[src/cht_pkg.sv]
package cht_pkg;

   // Port widths of the item fields
   localparam int KEY_W   = 32;
   localparam int VALUE_W = 32;
   localparam int COUNT_W = 7;

   // Default table geometry
   localparam int BUCKETS_DEF    = 16;
   localparam int POOL_NODES_DEF = 64;
   localparam int KEY_BITS_DEF   = 32;
   localparam int VALUE_BITS_DEF = 32;

   // Operation codes
   localparam logic MODE_PUT = 1'b0;
   localparam logic MODE_GET = 1'b1;

   // Commands from the controller to the datapath
   typedef struct packed {
      logic accept;      // latch the request fields
      logic hash_start;  // start the bucket computation
      logic head_read;   // read the bucket head
      logic walk_head;   // follow the head pointer into node memory
      logic walk_link;   // follow the link of the current node
      logic found;       // current node holds the key
      logic commit;      // update the table and load the result
      logic clear_step;  // clear one bucket head
   } cht_cmd_type;

   // Status from the datapath to the controller
   typedef struct packed {
      logic clear_last;  // last bucket head being cleared
      logic hash_done;   // bucket index is ready
      logic head_nil;    // bucket chain is empty
      logic node_match;  // node read data holds the key
      logic link_nil;    // node read data ends the chain
      logic out_free;    // result register can take a new item
   } cht_status_type;

endpackage

[src/cht_ctrl.sv]
module cht_ctrl (
   input  logic                    clock,
   input  logic                    reset,
   input  logic                    req_valid,
   output logic                    req_ready,
   input  cht_pkg::cht_status_type status,
   output cht_pkg::cht_cmd_type    cmd
);

   import cht_pkg::*;

   typedef enum logic [5:0] {
      ST_CLEAR  = 6'b000001,
      ST_IDLE   = 6'b000010,
      ST_HASH   = 6'b000100,
      ST_HEAD   = 6'b001000,
      ST_NODE   = 6'b010000,
      ST_FINISH = 6'b100000
   } cht_state_type;

   cht_state_type state_ff;
   cht_state_type state_in;

   always_ff @(posedge clock) begin
      if (reset) begin
         state_ff <= ST_CLEAR;
      end else begin
         state_ff <= state_in;
      end
   end

   // Clear the bucket heads after reset, then sequence each item: accept, hash, head read, chain walk, commit
   always_comb begin
      state_in  = state_ff;
      cmd       = '0;
      req_ready = 1'b0;
      unique case (state_ff)
         ST_CLEAR: begin
            cmd.clear_step = 1'b1;
            if (status.clear_last) begin
               state_in = ST_IDLE;
            end
         end
         ST_IDLE: begin
            req_ready = 1'b1;
            if (req_valid) begin
               cmd.accept     = 1'b1;
               cmd.hash_start = 1'b1;
               state_in       = ST_HASH;
            end
         end
         ST_HASH: begin
            if (status.hash_done) begin
               cmd.head_read = 1'b1;
               state_in      = ST_HEAD;
            end
         end
         ST_HEAD: begin
            if (status.head_nil) begin
               state_in = ST_FINISH;
            end else begin
               cmd.walk_head = 1'b1;
               state_in      = ST_NODE;
            end
         end
         ST_NODE: begin
            if (status.node_match) begin
               cmd.found = 1'b1;
               state_in  = ST_FINISH;
            end else if (status.link_nil) begin
               state_in = ST_FINISH;
            end else begin
               cmd.walk_link = 1'b1;
            end
         end
         ST_FINISH: begin
            if (status.out_free) begin
               cmd.commit = 1'b1;
               state_in   = ST_IDLE;
            end
         end
         default: begin
            state_in = ST_CLEAR;
         end
      endcase
   end

endmodule

[config.mk]
export PLATFORM = sky130hd
export DESIGN_NAME = cht_ctrl
export DESIGN_NICKNAME = d
export VERILOG_FILES = /design/src/cht_pkg.sv /design/src/cht_ctrl.sv
export SDC_FILE = /design/constraint.sdc
export NUM_CORES = 1
export LEC_CHECK = 0
export ABC_AREA = 0
export ABC_CLOCK_PERIOD_IN_PS = 1600
export BUFFER_PORTS_ARGS = -buffer_cell sky130_fd_sc_hd__buf_2
export CAP_MARGIN = 0
export CORE_AREA = 2 2 39 41
export CTS_CLUSTER_SIZE = 14
export DETAILED_ROUTE_END_ITERATION = 6
export DIE_AREA = 0 0 41 43
export GPL_ROUTABILITY_DRIVEN = 0
export MAX_ROUTING_LAYER = met4
export PLACE_DENSITY = 0.64
export SETUP_SLACK_MARGIN = 0.15
export SYNTH_ARGS = -nofsm -noshare
export SYNTH_HDL_FRONTEND = slang
export SYNTH_SLANG_ARGS = --single-unit
[constraint.sdc]
create_clock -name clock -period 1.6 [get_ports clock]
set_input_delay 0.08 -clock clock [delete_from_list [all_inputs] [get_ports clock]]
set_output_delay 0.08 -clock clock [all_outputs]
set_load 0.01 [all_outputs]
# Yosys cells after proc, flatten, opt, wreduce, memory -nomap -nowiden
# Index checks and enable logic that the tools add are counted.
# classes
eq_ne	11
mux	22
reduce_logical	1
# ops
op	count
two-way mux 6 bit	7
one-hot mux 6 bit (6 select lines)	1
two-way mux 1 bit	11
!= test 2 bit, second input constant	4
equality test 6 x 1 -> 1 bit, second input constant	1
equality test 6 x 2 -> 1 bit, second input constant	1
equality test 6 x 3 -> 1 bit, second input constant	1
equality test 6 x 4 -> 1 bit, second input constant	1
equality test 6 x 5 -> 1 bit, second input constant	1
equality test 6 bit, second input constant	1
two-way mux 2 bit	3
AND reduction 5 bit	1
!= test 3 bit, second input constant	1
# word_totals
regBits	6
in_bits	9

# Logic depth before layout (Yosys ltp)
# depth
ltp_word	3
mapped_depth	5
depth_no_buf	5

# Least setup slack after synthesis
# OpenSTA, ideal clock, no wires.
# synth_timing
kind	register to output
from	reg state_ff[2]
to	out cmd[7] in the netlist's numbering
arrival_ps	1765
setup_slack_ps	-245
stages_incl_launch_ff	5
cell_sequence	dfxtp_1 -> or4_1 -> nor3b_1 -> and2_1 -> buf_4
# synth_rtl
element	line_no	source
start, declared	cht_ctrl.sv:21	cht_state_type state_ff;
start signal, assigned	cht_ctrl.sv:28	state_ff <= state_in;
end, declared	cht_ctrl.sv:7	output cht_pkg::cht_cmd_type cmd

# Worst setup path after layout
# layout_timing
from	reg state_ff[1]
to	reg state_ff[2]
# layout_between
elab_chain_len	3
word_cells_on_any_way	13
classes_between	eq/ne: 11; mux: 1; reduce/logical: 1
# layout_rtl
element	line_no	source
equality test 6 x 5 -> 1 bit, or another cell as far along	cht_ctrl.sv:37	unique case (state_ff)
!= test 3 bit (no line) / != test 2 bit (equally long branches)	--	
AND reduction 5 bit (no line)	--	
# Several ways; a longest one is shown, not always the timed one.
# A chain may end at the register's enable or synchronous reset.

==> results.txt <==
Final setup viols -> 11
Rows -> 14
first-pass GRT wire length -> 2360 um
mux share of post-synthesis cell area -> 0%
Avg Cell Area, Syn -> 8.39 um^2
port bufs -> 17
largest reg by FF count -> state_ff
worst reg-to-reg setup slack -> -280 ps
Slew Limit Fails -> 0
asr flop ratio synth -> 0%
outcome -> finished, violations left
static leakage -> 0.000372 uW
area share of xor/xnor cells in the synthesized design -> 2.05%
Syn Nets -> 60
HP Class -> in2reg
register bit total from synthesis -> 6
grt ovf -> 0
Max FO, Critical Path -> 4
HP Start -> reset
DRT Pass-1 Iters -> 5
Hold EP -> state_ff[5]$_SDFFE_PP0P_
CTS tree -> yes
clock-pin slew on the worst setup and hold paths -> 40 ps
Post-DRT Antenna Nets -> 0
synthesis warning total -> 0
WL per Instance -> 14.7 um
final worst slack -> -277 ps
Netlist cell types -> 28
Post-synth EDFFs -> 0
Max Freq -> 0.533 GHz
routed wire length -> 1530 um
Core Area -> 1380 um^2
compound-cell area share of the yosys netlist -> 18.1%
Max VDD drop -> 0.503 mV
synthesized cell area -> 428 um^2
Hold Fails Final Rpt -> 0
top_reg_cell synth -> dfxtp_1
Die X -> 41 um
crit path capture type -> register
initial drt markers -> 9
CTS Buf Count -> 3
Cells after Synth -> 51
via count -> 553
MaxCap Viol Count -> 0
min Tclk post-route -> 1880 ps
pre-CTS setup slack -> -251 ps
Critical Path RT -> 1730 ps
terminus of the critical flop-to-flop path -> state_ff[2]$_SDFFE_PP0P_
unrepaired setup endpoints after global routing -> true
vias in the first global route -> 556
biggest regs -> state_ff: 6 flops
WHS Path Cells -> 2
largest family of logic cells by synthesized area -> simple AND/OR/NAND/NOR gates
ant diodes -> 0
Reg2Reg Depth -> 5
clk sinks -> 6
clock buffer depth -> 2
Final #Nets -> 99
setup tns final -> -1980 ps
Ports -> 18
hpwl dp -> 979 um
clock root cell -> clkbuf_4
Worst Path Arrival -> 2000 ps
Worst-Margin Slew -> 278 ps
Final period util -> 117%
max reg flops -> 6
die area -> 1760 um^2
post-synthesis sequential area ratio -> 28.1%
Setup Crit Path Kind -> reg2reg
initial antenna violation count -> 0
Synth Area in Adders -> 0%
Setup Skew -> 3.02 ps
vias per cell -> 5.32
area grow syn2layout -> 93.3%
GR Util All Layers -> 19.8%
layout cell share with drive strength beyond 1 -> 69.3%
largest net degree at the start of global routing -> 7
type of origin of the critical path -> register
Die Y -> 43 um
relative slew slack -> 81.2%
Clock Latency Late Sink -> 240 ps
worst reg2reg startpoint -> state_ff[1]$_SDFFE_PP0P_
post-synthesis simple-gate area fraction -> 43.9%
DRC violations left -> 0
violations in the final reports -> negative setup slack
Power Density -> 980 nW/um^2
H-tree Lvls -> 1
Initial Utilization -> 30.9%
==> per-stage QoR <==
step	hold WS [ps]	cells	power (uW)	utilization (%)	area, um^2
floorplan	149	51	379	-	433
global placement	254	96	527	45.4	628
detailed placement	257	96	530	45.4	628
CTS	4.16	103	786	56.2	778
global route	24.7	104	859	59.8	827
finish	10.8	104	810	59.8	827
==> layout by cell type (no fill, tap or decap), types with 2 or more instances in the layout <==
cell	count
buf_2	13
or4b_1	2
dfxtp_2	4
buf_4	15
a21oi_1	2
inv_1	4
or4b_4	2
nand2b_1	2
or4_4	2
dfxtp_1	2
o21ai_0	2
buf_6	8
nor2_1	3
nor2_4	2
clkbuf_4	3
and2_4	2
or3_4	2
==> synthesized netlist by cell type, drive strengths merged (2+ instances only) <==
cell	number	area share, %
dfxtp	6	28
inv	5	4.4
nor2	5	4.4
or4b	4	10
and2	3	4.4
or3	3	5.6
a21oi	2	2.3
buf	2	3.5
nand2b	2	2.9
nor4b	2	4.1
o21ai	2	2.3
or4	2	4.4
==> cell type report <==
cell class	count	area [um^2]
tap	16	20.0
timing repair buffer	36	268
sequential	6	125
inverter	5	21.3
clock buffer	3	22.5
fill	121	557
multi-input combinational	38	370
==> worst max path at each step <==
stage | from | endpoint
after global routing | state_ff[1]$_SDFFE_PP0P_ | state_ff[2]$_SDFFE_PP0P_
after detailed placement | state_ff[4]$_SDFFE_PP0P_ | state_ff[2]$_SDFFE_PP0P_
after CTS | state_ff[1]$_SDFFE_PP0P_ | state_ff[2]$_SDFFE_PP0P_
final | state_ff[1]$_SDFFE_PP0P_ | state_ff[2]$_SDFFE_PP0P_
after floorplan | state_ff[1]$_SDFFE_PP0P_ | state_ff[2]$_SDFFE_PP0P_
after global placement | state_ff[4]$_SDFFE_PP0P_ | state_ff[2]$_SDFFE_PP0P_
==> routing by layer <==
metal | global-route usage, % | vias to the layer above | part of all wire [%]
li1 | - | 267 | -
met1 | 23.8 | 264 | 39
met2 | 32.5 | 22 | 56
met3 | 3.14 | 0 | 5.0
met4 | 6.00 | 0 | 0
met5 | - | - | 0
==> cell families (layout without fill, tap and decap cells) <==
kind of cell | count (synthesis) | count (layout)
and+or+nand+nor | 27 | 27
AOI/OAI and AO/OA | 10 | 10
DFF | 6 | 6
buffers and inverters | 7 | 44
xor gates and xnor gates | 1 | 1
==> where the power goes <==
group	switching (uW)	internal, uW
combinational	220	255
sequential	23.5	179
clock	48.4	84.4
==> worst max-delay path: stages (launching register included) <==
cell and delay, ps:
dfxtp_2 330, or3_4 390, or4b_4 520, o2111ai_4 250
nor2_1 60, o221a_1 210
==> what timing repair did <==
action,CTS,global route
gates resized for setup,22,10
pin swaps,7,5
hold buffers,0,0
setup buffers,4,1
endpoints found under the setup margin,15,15
No activity file was read; power rests on OpenSTA's default activity.
